==> src/rtl/slsc_pkg.sv <==
`default_nettype none

package slsc_pkg;

  localparam int unsigned ANGLE_MAX   = 180;
  localparam logic [7:0]  ANGLE_MAX_B = 8'(ANGLE_MAX);
  localparam logic [7:0]  ANGLE_SAT   = 8'd255;

  // angle * span fits in PROD_W bits for any ANGLE_MAX up to 255
  localparam int unsigned PROD_W      = 24;
  localparam int unsigned RECIP_W     = PROD_W + 1;
  localparam int unsigned MUL_W       = PROD_W + RECIP_W;
  localparam logic [RECIP_W-1:0] RECIP_ANGLE =
    RECIP_W'((64'd1 << PROD_W) / ANGLE_MAX);

  localparam logic [15:0] RST_SERVO_MIN_PULSE = 16'd500;
  localparam logic [15:0] RST_SERVO_SPAN      = 16'd1000;
  localparam logic [15:0] RST_SERVO_FRAME     = 16'd20000;
  localparam logic [7:0]  RST_SERVO_REPEATS   = 8'd20;
  localparam logic [15:0] RST_TONE_HALF       = 16'd500;
  localparam logic [15:0] RST_TONE_CYCLES     = 16'd500;

  localparam logic [7:0] CH_NL    = 8'h0A;
  localparam logic [7:0] CH_TAB   = 8'h09;
  localparam logic [7:0] CH_VT    = 8'h0B;
  localparam logic [7:0] CH_FF    = 8'h0C;
  localparam logic [7:0] CH_CR    = 8'h0D;
  localparam logic [7:0] CH_SPACE = 8'h20;
  localparam logic [7:0] CH_PLUS  = 8'h2B;
  localparam logic [7:0] CH_MINUS = 8'h2D;
  localparam logic [7:0] CH_0     = 8'h30;
  localparam logic [7:0] CH_1     = 8'h31;
  localparam logic [7:0] CH_2     = 8'h32;
  localparam logic [7:0] CH_9     = 8'h39;
  localparam logic [7:0] CH_QUERY = 8'h3F;
  localparam logic [7:0] CH_B     = 8'h42;
  localparam logic [7:0] CH_K     = 8'h4B;
  localparam logic [7:0] CH_L     = 8'h4C;
  localparam logic [7:0] CH_O     = 8'h4F;
  localparam logic [7:0] CH_S     = 8'h53;

  typedef enum logic [2:0] {
    CFG_SERVO_MIN_PULSE = 3'd0,
    CFG_SERVO_SPAN      = 3'd1,
    CFG_SERVO_FRAME     = 3'd2,
    CFG_SERVO_REPEATS   = 3'd3,
    CFG_TONE_HALF       = 3'd4,
    CFG_TONE_CYCLES     = 3'd5
  } cfg_idx_t;

  typedef enum logic [2:0] {
    MODE_IDLE  = 3'b001,
    MODE_SERVO = 3'b010,
    MODE_TONE  = 3'b100
  } mode_t;

  typedef enum logic [3:0] {
    PH_BLANKS = 4'b0001,
    PH_SIGN   = 4'b0010,
    PH_DIGITS = 4'b0100,
    PH_DONE   = 4'b1000
  } phase_t;

  typedef enum logic [1:0] {
    REPLY_NONE = 2'd0,
    REPLY_OK   = 2'd1,
    REPLY_BAD  = 2'd2
  } reply_t;

  typedef struct packed {
    logic servo;
    logic tone;
    logic led;
    logic bad;
  } cmd_t;

  typedef struct packed {
    logic servo;
    logic buzzer;
    logic led0;
    logic led1;
  } pins_t;

  typedef struct packed {
    logic [15:0] frame;
    logic [7:0]  repeats;
    logic [15:0] half;
    logic [15:0] cycles;
  } tmr_cfg_t;

  typedef struct packed {
    logic active;
    logic done;
    logic servo_pin;
    logic buzzer_pin;
  } tmr_status_t;

endpackage

`default_nettype wire

==> src/rtl/slsc_parse.sv <==
`default_nettype none

module slsc_parse (
  input  wire logic         clk,
  input  wire logic         rst_n,
  input  wire logic         byte_en,
  input  wire logic [7:0]   rx_byte,
  output slsc_pkg::cmd_t    cmd,
  output logic [7:0]        angle,
  output logic [1:0]        led_nxt
);
  import slsc_pkg::*;

  logic [7:0]  first_r, first_nxt;
  logic [7:0]  second_r, second_nxt;
  logic [1:0]  chars_r, chars_nxt;
  phase_t      phase_r, phase_nxt;
  logic        neg_r, neg_nxt;
  logic [7:0]  angle_r, angle_nxt;
  logic [1:0]  led_r;
  logic        is_digit, is_blank, is_sign, line_end;
  logic [11:0] acc;
  logic [7:0]  acc_sat, f, s;

  assign is_digit = (rx_byte >= CH_0) && (rx_byte <= CH_9);
  assign is_blank = (rx_byte == CH_SPACE) || (rx_byte == CH_TAB) || (rx_byte == CH_VT) ||
                    (rx_byte == CH_FF) || (rx_byte == CH_CR);
  assign is_sign  = (rx_byte == CH_PLUS) || (rx_byte == CH_MINUS);
  assign line_end = byte_en && (rx_byte == CH_NL);

  assign acc     = 12'(angle_r) * 12'd10 + 12'(rx_byte - CH_0);
  assign acc_sat = (acc > 12'(ANGLE_SAT)) ? ANGLE_SAT : acc[7:0];

  assign f = (chars_r != 2'd0) ? first_r : 8'd0;
  assign s = (chars_r >= 2'd2) ? second_r : 8'd0;

  always_comb begin
    first_nxt  = first_r;
    second_nxt = second_r;
    chars_nxt  = chars_r;
    phase_nxt  = phase_r;
    neg_nxt    = neg_r;
    angle_nxt  = angle_r;
    if (line_end) begin
      chars_nxt = 2'd0;
      phase_nxt = PH_BLANKS;
      neg_nxt   = 1'b0;
      angle_nxt = 8'd0;
    end else if (byte_en) begin
      if (chars_r == 2'd0) begin
        first_nxt = rx_byte;
      end else if (chars_r == 2'd1) begin
        second_nxt = rx_byte;
      end
      if (chars_r != 2'd0) begin
        unique case (phase_r)
          PH_BLANKS: begin
            if (is_blank) begin
              phase_nxt = PH_BLANKS;
            end else if (is_sign) begin
              neg_nxt   = (rx_byte == CH_MINUS);
              phase_nxt = PH_SIGN;
            end else if (is_digit) begin
              phase_nxt = PH_DIGITS;
              angle_nxt = acc_sat;
            end else begin
              phase_nxt = PH_DONE;
            end
          end
          PH_SIGN, PH_DIGITS: begin
            if (is_digit) begin
              phase_nxt = PH_DIGITS;
              angle_nxt = acc_sat;
            end else begin
              phase_nxt = PH_DONE;
            end
          end
          PH_DONE: phase_nxt = PH_DONE;
          default: phase_nxt = phase_r;
        endcase
      end
      if (chars_r != 2'd3) begin
        chars_nxt = chars_r + 2'd1;
      end
    end
  end

  always_comb begin
    cmd       = '0;
    cmd.servo = line_end && (f == CH_S);
    cmd.tone  = line_end && (f == CH_B);
    cmd.led   = line_end && (f == CH_L);
    cmd.bad   = line_end && (f != CH_S) && (f != CH_B) && (f != CH_L);
    led_nxt   = led_r;
    if (cmd.led) begin
      if (s == CH_1) begin
        led_nxt = led_r | 2'b01;
      end else if (s == CH_2) begin
        led_nxt = led_r | 2'b10;
      end else if (s == CH_0) begin
        led_nxt = 2'b00;
      end
    end
  end

  assign angle = neg_r ? 8'd0 : ((angle_r > ANGLE_MAX_B) ? ANGLE_MAX_B : angle_r);

  always_ff @(posedge clk) begin
    if (!rst_n) begin
      first_r  <= 8'd0;
      second_r <= 8'd0;
      chars_r  <= 2'd0;
      phase_r  <= PH_BLANKS;
      neg_r    <= 1'b0;
      angle_r  <= 8'd0;
      led_r    <= 2'b00;
    end else begin
      first_r  <= first_nxt;
      second_r <= second_nxt;
      chars_r  <= chars_nxt;
      phase_r  <= phase_nxt;
      neg_r    <= neg_nxt;
      angle_r  <= angle_nxt;
      led_r    <= led_nxt;
    end
  end

endmodule

`default_nettype wire

==> src/rtl/slsc_scale.sv <==
`default_nettype none

module slsc_scale (
  input  wire logic        clk,
  input  wire logic        rst_n,
  input  wire logic        touch,
  input  wire logic [7:0]  angle,
  input  wire logic [15:0] span,
  input  wire logic [15:0] min_pulse,
  output logic [15:0]      pw,
  output logic             fresh
);
  import slsc_pkg::*;

  logic [PROD_W-1:0] prod_r, prod_d_r, rem;
  logic [MUL_W-1:0]  mul;
  logic [15:0]       qest_r, quot_r, quot_nxt;
  logic [16:0]       sum;
  logic [1:0]        stale_r, stale_nxt;

  assign mul = MUL_W'(prod_r) * MUL_W'(RECIP_ANGLE);
  assign rem = prod_d_r - PROD_W'(qest_r) * PROD_W'(ANGLE_MAX);
  assign quot_nxt = (rem >= PROD_W'(ANGLE_MAX)) ? qest_r + 16'd1 : qest_r;

  always_ff @(posedge clk) begin
    prod_r   <= PROD_W'(angle) * PROD_W'(span);
    prod_d_r <= prod_r;
    qest_r   <= mul[PROD_W+15:PROD_W];
    quot_r   <= quot_nxt;
  end

  assign sum = 17'(min_pulse) + 17'(quot_r);
  assign pw  = sum[16] ? 16'hFFFF : sum[15:0];

  // hold off a newline until a changed angle or span has passed all three stages
  always_comb begin
    stale_nxt = stale_r;
    if (touch) begin
      stale_nxt = 2'd3;
    end else if (stale_r != 2'd0) begin
      stale_nxt = stale_r - 2'd1;
    end
  end

  assign fresh = (stale_r == 2'd0);

  always_ff @(posedge clk) begin
    if (!rst_n) begin
      stale_r <= 2'd3;
    end else begin
      stale_r <= stale_nxt;
    end
  end

endmodule

`default_nettype wire

==> src/rtl/slsc_timer.sv <==
`default_nettype none

module slsc_timer (
  input  wire logic              clk,
  input  wire logic              rst_n,
  input  wire logic              tick_en,
  input  wire logic              start_servo,
  input  wire logic              start_tone,
  input  wire logic [15:0]       pw_in,
  input  wire slsc_pkg::tmr_cfg_t cfg,
  output slsc_pkg::tmr_status_t  st
);
  import slsc_pkg::*;

  mode_t       mode_r, mode_nxt, enter_mode;
  logic [15:0] rep_r, rep_nxt, enter_rep, rep_dec, start_cnt;
  logic [15:0] count_r, count_nxt;
  logic        high_r, high_nxt;
  logic [15:0] pw_r, pw_nxt, sel_pw, hlen, llen, plen;
  logic        sel_servo, enter, done;
  logic [16:0] inc;

  assign sel_pw    = start_servo ? pw_in : pw_r;
  assign sel_servo = start_servo || (!start_tone && (mode_r == MODE_SERVO));
  assign hlen      = sel_servo ? sel_pw : cfg.half;
  assign llen      = sel_servo ? ((cfg.frame > sel_pw) ? cfg.frame - sel_pw : 16'd0)
                               : cfg.half;
  assign plen      = high_r ? hlen : llen;
  assign inc       = 17'(count_r) + 17'd1;
  assign rep_dec   = rep_r - 16'd1;
  assign start_cnt = start_servo ? 16'(cfg.repeats) : cfg.cycles;

  always_comb begin
    mode_nxt   = mode_r;
    rep_nxt    = rep_r;
    count_nxt  = count_r;
    high_nxt   = high_r;
    pw_nxt     = start_servo ? pw_in : pw_r;
    done       = 1'b0;
    enter      = 1'b0;
    enter_rep  = rep_r;
    enter_mode = mode_r;
    if (start_servo || start_tone) begin
      count_nxt = 16'd0;
      if (start_cnt == 16'd0) begin
        mode_nxt = MODE_IDLE;
        high_nxt = 1'b0;
        done     = 1'b1;
      end else begin
        enter      = 1'b1;
        enter_rep  = start_cnt;
        enter_mode = start_servo ? MODE_SERVO : MODE_TONE;
      end
    end else if (tick_en && (mode_r != MODE_IDLE)) begin
      if (inc < 17'(plen)) begin
        count_nxt = inc[15:0];
      end else begin
        count_nxt = 16'd0;
        high_nxt  = 1'b0;
        // low phase over, or high phase over into an empty low phase
        if (!high_r || (llen == 16'd0)) begin
          if (rep_dec == 16'd0) begin
            rep_nxt  = rep_dec;
            mode_nxt = MODE_IDLE;
            done     = 1'b1;
          end else begin
            enter     = 1'b1;
            enter_rep = rep_dec;
          end
        end
      end
    end
    if (enter) begin
      rep_nxt   = enter_rep;
      mode_nxt  = enter_mode;
      count_nxt = 16'd0;
      if (hlen != 16'd0) begin
        high_nxt = 1'b1;
      end else if (llen != 16'd0) begin
        high_nxt = 1'b0;
      end else begin
        // both phases empty: every remaining frame ends at once
        high_nxt = 1'b0;
        mode_nxt = MODE_IDLE;
        done     = 1'b1;
      end
    end
  end

  always_comb begin
    st            = '0;
    st.active     = (mode_r != MODE_IDLE);
    st.done       = done;
    st.servo_pin  = (mode_nxt == MODE_SERVO) && high_nxt;
    st.buzzer_pin = (mode_nxt == MODE_TONE) && high_nxt;
  end

  always_ff @(posedge clk) begin
    if (!rst_n) begin
      mode_r  <= MODE_IDLE;
      rep_r   <= 16'd0;
      count_r <= 16'd0;
      high_r  <= 1'b0;
      pw_r    <= 16'd0;
    end else begin
      mode_r  <= mode_nxt;
      rep_r   <= rep_nxt;
      count_r <= count_nxt;
      high_r  <= high_nxt;
      pw_r    <= pw_nxt;
    end
  end

endmodule

`default_nettype wire

==> src/rtl/slsc_out.sv <==
`default_nettype none

module slsc_out (
  input  wire logic            clk,
  input  wire logic            rst_n,
  input  wire logic            load,
  input  wire slsc_pkg::pins_t  pins_in,
  input  wire slsc_pkg::reply_t reply_in,
  output logic                 can_load,
  output logic                 out_valid,
  input  wire logic            out_ready,
  output logic                 out_servo_pin,
  output logic                 out_buzzer_pin,
  output logic                 out_led_zero,
  output logic                 out_led_one,
  output logic                 out_reply_valid,
  output logic [7:0]           out_reply_byte,
  output logic                 out_last
);
  import slsc_pkg::*;

  logic       vld_r;
  logic [1:0] beat_r;
  pins_t      pins_r;
  reply_t     reply_r;
  logic       take;

  always_comb begin
    out_last       = 1'b1;
    out_reply_byte = 8'd0;
    case (reply_r)
      REPLY_OK: begin
        out_last = (beat_r == 2'd2);
        case (beat_r)
          2'd0:    out_reply_byte = CH_O;
          2'd1:    out_reply_byte = CH_K;
          default: out_reply_byte = CH_NL;
        endcase
      end
      REPLY_BAD: begin
        out_last       = (beat_r == 2'd1);
        out_reply_byte = (beat_r == 2'd0) ? CH_QUERY : CH_NL;
      end
      default: begin
        out_last       = 1'b1;
        out_reply_byte = 8'd0;
      end
    endcase
  end

  assign out_valid       = vld_r;
  assign out_reply_valid = (reply_r != REPLY_NONE);
  assign out_servo_pin   = pins_r.servo;
  assign out_buzzer_pin  = pins_r.buzzer;
  assign out_led_zero    = pins_r.led0;
  assign out_led_one     = pins_r.led1;

  assign take     = vld_r && out_ready;
  assign can_load = !vld_r || (take && out_last);

  always_ff @(posedge clk) begin
    if (!rst_n) begin
      vld_r  <= 1'b0;
      beat_r <= 2'd0;
    end else if (load) begin
      vld_r  <= 1'b1;
      beat_r <= 2'd0;
    end else if (take) begin
      if (out_last) begin
        vld_r <= 1'b0;
      end else begin
        beat_r <= beat_r + 2'd1;
      end
    end
  end

  always_ff @(posedge clk) begin
    if (load) begin
      pins_r  <= pins_in;
      reply_r <= reply_in;
    end
  end

endmodule

`default_nettype wire

==> src/rtl/serial_line_servo_tone_led_controller_core.sv <==
// An accepted item shows its first result on the next cycle, from a register.
// One item per cycle while each gives a single result and out_ready is high; a
// reply holds the input until its two or three results are taken, and a newline
// right after a byte or a register write waits for the pulse width
// multiply-divide pipeline.
// Reset (synchronous, rst_n low): parser, timer, LEDs, output and registers to defaults.
`default_nettype none

module serial_line_servo_tone_led_controller_core (
  input  wire logic        clk,
  input  wire logic        rst_n,
  input  wire logic        in_valid,
  output logic             in_ready,
  input  wire logic        in_opcode,
  input  wire logic [7:0]  in_rx_byte,
  output logic             out_valid,
  input  wire logic        out_ready,
  output logic             out_servo_pin,
  output logic             out_buzzer_pin,
  output logic             out_led_zero,
  output logic             out_led_one,
  output logic             out_reply_valid,
  output logic [7:0]       out_reply_byte,
  output logic             out_last,
  input  wire logic        cfg_valid,
  output logic             cfg_ready,
  input  wire logic [2:0]  cfg_index,
  input  wire logic [15:0] cfg_data
);
  import slsc_pkg::*;

  logic [15:0] min_pulse_r, span_r, frame_r, half_r, cycles_r;
  logic [7:0]  repeats_r;
  logic        cfg_we, in_acc, byte_en, tick_en, can_load, fresh;
  logic [7:0]  angle;
  logic [15:0] pw;
  logic [1:0]  led_nxt;
  cmd_t        cmd;
  tmr_cfg_t    tcfg;
  tmr_status_t tst;
  pins_t       pins;
  reply_t      reply;

  assign cfg_ready = 1'b1;
  assign cfg_we    = cfg_valid && cfg_ready;

  always_ff @(posedge clk) begin
    if (!rst_n) begin
      min_pulse_r <= RST_SERVO_MIN_PULSE;
      span_r      <= RST_SERVO_SPAN;
      frame_r     <= RST_SERVO_FRAME;
      repeats_r   <= RST_SERVO_REPEATS;
      half_r      <= RST_TONE_HALF;
      cycles_r    <= RST_TONE_CYCLES;
    end else if (cfg_we) begin
      case (cfg_index)
        CFG_SERVO_MIN_PULSE: min_pulse_r <= cfg_data;
        CFG_SERVO_SPAN:      span_r      <= cfg_data;
        CFG_SERVO_FRAME:     frame_r     <= cfg_data;
        CFG_SERVO_REPEATS:   repeats_r   <= cfg_data[7:0];
        CFG_TONE_HALF:       half_r      <= cfg_data;
        CFG_TONE_CYCLES:     cycles_r    <= cfg_data;
        default:             ;
      endcase
    end
  end

  assign in_ready = can_load && (in_opcode || (in_rx_byte != CH_NL) || fresh);
  assign in_acc   = in_valid && in_ready;
  assign byte_en  = in_acc && !in_opcode && !tst.active;
  assign tick_en  = in_acc && in_opcode;

  assign tcfg.frame   = frame_r;
  assign tcfg.repeats = repeats_r;
  assign tcfg.half    = half_r;
  assign tcfg.cycles  = cycles_r;

  slsc_parse u_parse (
    .clk     (clk),
    .rst_n   (rst_n),
    .byte_en (byte_en),
    .rx_byte (in_rx_byte),
    .cmd     (cmd),
    .angle   (angle),
    .led_nxt (led_nxt)
  );

  slsc_scale u_scale (
    .clk       (clk),
    .rst_n     (rst_n),
    .touch     (byte_en || cfg_we),
    .angle     (angle),
    .span      (span_r),
    .min_pulse (min_pulse_r),
    .pw        (pw),
    .fresh     (fresh)
  );

  slsc_timer u_timer (
    .clk         (clk),
    .rst_n       (rst_n),
    .tick_en     (tick_en),
    .start_servo (cmd.servo),
    .start_tone  (cmd.tone),
    .pw_in       (pw),
    .cfg         (tcfg),
    .st          (tst)
  );

  always_comb begin
    pins.servo  = tst.servo_pin;
    pins.buzzer = tst.buzzer_pin;
    pins.led0   = led_nxt[0];
    pins.led1   = led_nxt[1];
    if (tst.done || cmd.led) begin
      reply = REPLY_OK;
    end else if (cmd.bad) begin
      reply = REPLY_BAD;
    end else begin
      reply = REPLY_NONE;
    end
  end

  slsc_out u_out (
    .clk             (clk),
    .rst_n           (rst_n),
    .load            (in_acc),
    .pins_in         (pins),
    .reply_in        (reply),
    .can_load        (can_load),
    .out_valid       (out_valid),
    .out_ready       (out_ready),
    .out_servo_pin   (out_servo_pin),
    .out_buzzer_pin  (out_buzzer_pin),
    .out_led_zero    (out_led_zero),
    .out_led_one     (out_led_one),
    .out_reply_valid (out_reply_valid),
    .out_reply_byte  (out_reply_byte),
    .out_last        (out_last)
  );

endmodule

`default_nettype wire

==> config.mk <==
export PLATFORM = sky130hd
export DESIGN_NAME = serial_line_servo_tone_led_controller_core
export DESIGN_NICKNAME = d
export VERILOG_FILES = /design/src/rtl/slsc_pkg.sv /design/src/rtl/slsc_parse.sv /design/src/rtl/slsc_scale.sv /design/src/rtl/slsc_timer.sv /design/src/rtl/slsc_out.sv /design/src/rtl/serial_line_servo_tone_led_controller_core.sv
export SDC_FILE = /design/constraint.sdc
export NUM_CORES = 1
export LEC_CHECK = 0
export BUFFER_PORTS_ARGS = -buffer_cell sky130_fd_sc_hd__buf_2
export CAP_MARGIN = 20
export CELL_PAD_IN_SITES_DETAIL_PLACEMENT = 1
export CELL_PAD_IN_SITES_GLOBAL_PLACEMENT = 1
export CORE_MARGIN = 1
export CORE_UTILIZATION = 37
export DETAILED_ROUTE_END_ITERATION = 10
export PLACE_DENSITY_LB_ADDON = 0.15
export SLEW_MARGIN = 25
export SYNTH_ARGS = -nofsm -noshare
export SYNTH_HDL_FRONTEND = slang
export SYNTH_SLANG_ARGS = --single-unit
==> constraint.sdc <==
create_clock -name clk -period 13.2 [get_ports clk]
set_input_delay 3.96 -clock clk [delete_from_list [all_inputs] [get_ports clk]]
set_output_delay 3.96 -clock clk [all_outputs]
set_load 0.01 [all_outputs]
==> results.txt <==
----------------------------------------------------
[Finish]
  Final Instance Area ... 0.0283 mm^2
  Fraction of final layout cells sized beyond drive strength 1 ... 5.91%
  Layout area overhead ... 8.88%
  Area of combinational cells with multiple inputs ... 0.0189 mm^2
  Register area ... 0.00531 mm^2
  Number of nets in the finished design ... 3610
  Share of the core filled with cells in the final layout ... 41.0%
  Most used cells in the layout excluding fill and tap cells ... inv_1, nand2_1, ha_1
  Most common library cell in the layout ignoring fill and taps ... inv_1
  Count of placed standard cells in the final layout, fillers left out ... 3962
  Final-layout fill cell count ... 8133

[STA]
  Final setup violating endpoints ... 0
  Minimum hold slack ... 0.439 ns
  Final-layout setup total negative slack ... 0 ns
  Transition time at the pin with the least slew margin ... 1.05 ns
  Final clock period utilization by the worst path ... 87.6%
  Skew final ... 0.0245 ns
  RSZ-0062 raised after global routing ... false
  Crit path setup slack, layout ... 1.63 ns
  Max Clk Rate ... 86.5 MHz
  Final critical path time including I/O delays and setup ... 11.57 ns
  Slew headroom ... 29.9%
  Final Max Slew Viols ... 0
  Hold Vio Cnt, Final ... 0

[Critical path]
  Peak fanout along the critical path ... 20
  Req. time, crit path ... 13.57 ns
  R2R setup slack ... 4.56 ns
  Peak per-stage delay on the critical path ... 0.86 ns
  Type of element launching the critical path ... input pin
  Slowest cell on crit path ... or4_1
  Kind of end point of the critical path ... flop
  Arrival @ worst endpoint ... 11.94 ns
  Classification of the worst setup path ... input pin to flop

[Clock network]
  Insertion delay of the later-clocked pin in the worst-skew pair ... 0.57 ns
  Hold_buf cts ... 0
  Clk buf depth ... 3
  Number of CTS-inserted buffers ... 35
  Clock transition at the registers of the reported paths ... 0.05 ns
  Number of H-tree levels ... 2
  Clock tree from TritonCTS ... built
  Sinks on the clock net ... 262
  Count of cells resized by post-cts repair ... 0
  Post-CTS Setup Repair Bufs ... 0
  CTS Root Buffer Type ... clkbuf_16

[Route]
  Detailed Routing Iterations Pass 1 ... 5
  Vias per std cell ... 5.39
  Final routed DRC violation total ... 0
  Wirelength per Cell ... 20.2 um
  Detailed Route Iter0 Violations ... 1042
  Total Routed Length ... 79900 um
  Antenna Nets Post-Route ... 0
  Via count ... 21.4k

[Min path]
  Hold crit path type ... flop to flop

[Yosys]
  Number of warning messages in the yosys log ... 0
  Number of nets produced by synthesis ... 3613
  Netlist cell types ... 94
  Sequential area share after synthesis ... 20.4%
  Synth Flop Type ... dfxtp_1
  Cell Area, Synth ... 0.0260 mm^2
  Cells after Synth ... 3008
  Number of flip-flops and latches in the synthesized netlist ... 262
  Number of enable flip-flop cells after synthesis ... 6
  Mapped Avg Cell Area ... 8.64 um^2
  Share of async-settable or async-resettable flops after synthesis ... 0%

[Outcome]
  Outcome ... finished clean

[Floorplanning]
  Starting Density ... 37.6%
  Placeable core region ... 0.0691 mm^2
  Overall die height ... 267 um
  Std cell rows ... 96
  Top-level I/O count ... 50
  Horizontal extent of the die ... 267 um
  Die area ... 0.0713 mm^2

[GRT]
  Global-route wire length before repair ... 128000 um
  Overflow after GRT ... 0
  GRT Util Overall ... 22.8%
  Largest net degree at the start of global routing ... 76
  Number of global-route vias before repair ... 23.0k
  Number of antenna violations at the first check in global routing ... 1

[Job]
  Number of maximum-capacitance constraint violations ... 0

[Power]
  Max VDD drop ... 0.0000677 V
  Overall Power ... 2.11 mW
  Leak pwr ... 14.1 nW
  Areal power density over the cells ... 74.5 mW/mm^2

[Place]
  Number of buffers added on ports ... 47
  Inst Count DP ... 3899
  DP Area ... 0.0271 mm^2
  Final HPWL DP ... 64500 um
  Post-Place Worst Slack ... 1.13 ns
  Final GP Congestion ... 0.898

----------------------------------------------------
-- report_power, final --
part           internal (mW)  switching, mW  total [mW]
Sequential             0.808         0.0192       0.828
Clock                  0.590          0.398       0.988
Combinational          0.113          0.180       0.293
Total                   1.51          0.597        2.11
-- critical path, delay by kind of cell --
kind / cells / cell delay (ns)
AND/OR/NAND/NOR: 13 / 3.85
AO/OA/AOI/OAI: 8 / 2.31
buffers and inverters: 5 / 0.90
adder cells (fa/ha/maj): 3 / 0.90
-- logic make-up (layout without fill, tap and decap cells) --
kind of cell               after synthesis  count (layout)  synth area share [%]
xor gates and xnor gates               141             141                  4.75
muxes                                   37              37                  1.45
and+or+nand+nor                        983             983                  18.2
DFF                                    262             262                  20.4
buffers and inverters                  482             504                  7.08
adders and majority gates              572             572                  34.4
other                                    2               3                0.0289
AOI/OAI and AO/OA                      529             529                  13.6
-- layer usage --
metal	vias to the layer above	share of wire, %	GRT usage, %
met5	-	0	0
met4	0	2.9	7.22
met3	116	2.6	2.04
met2	297	49	40.1
met1	10770	45	29.4
li1	10168	-	-
-- synth_stat cells (54+ instances only) --
cell type | number | area share (%)
a21oi_1 | 175 | 3.4
and2_1 | 54 | 1.3
and3_1 | 54 | 1.3
clkbuf_1 | 80 | 1.2
dfxtp_1 | 256 | 20
fa_1 | 239 | 18
ha_1 | 333 | 16
inv_1 | 378 | 5.5
nand2_1 | 365 | 5.3
nand3_1 | 94 | 1.8
nor2_1 | 184 | 2.7
nor3_1 | 55 | 1.1
o21ai_0 | 89 | 1.7
xnor2_1 | 103 | 3.5
-- state kept, by name (all words and copies together) (netlist names), 3 cells and up --
name / count
u_scale.prod_r: 24
u_scale.prod_d_r: 22
cycles_r: 16
frame_r: 16
half_r: 16
min_pulse_r: 16
span_r: 16
u_scale.qest_r: 16
u_scale.quot_r: 16
u_timer.count_r: 16
u_timer.pw_r: 16
u_timer.rep_r: 16
repeats_r: 8
u_parse.angle_r: 8
u_parse.first_r: 8
u_parse.second_r: 8
u_parse.phase_r: 4
u_timer.mode_r: 3
-- cell type report --
cell class	count	area share, %
diodes	1	0.00884
clock buffers	45	3.47
clock inverters	17	0.685
inverters	380	5.04
multi-input cells	2264	66.7
flip-flops and latches	262	18.7
well taps	931	4.12
repair buffers	62	1.23
-- path summary, 6_finish.rpt --
check / startpoint / end / depth (start not counted)
setup / recovery: in_rx_byte[4] / u_out.out_servo_pin / 29
hold / removal: u_scale.prod_r[2] / u_scale.prod_d_r[2] / 0
setup reg to reg: u_out.reply_r[0] / u_out.out_servo_pin / 29
hold reg to reg: u_scale.prod_r[2] / u_scale.prod_d_r[2] / 0
Note: power is estimated with default switching activity, not from simulation.
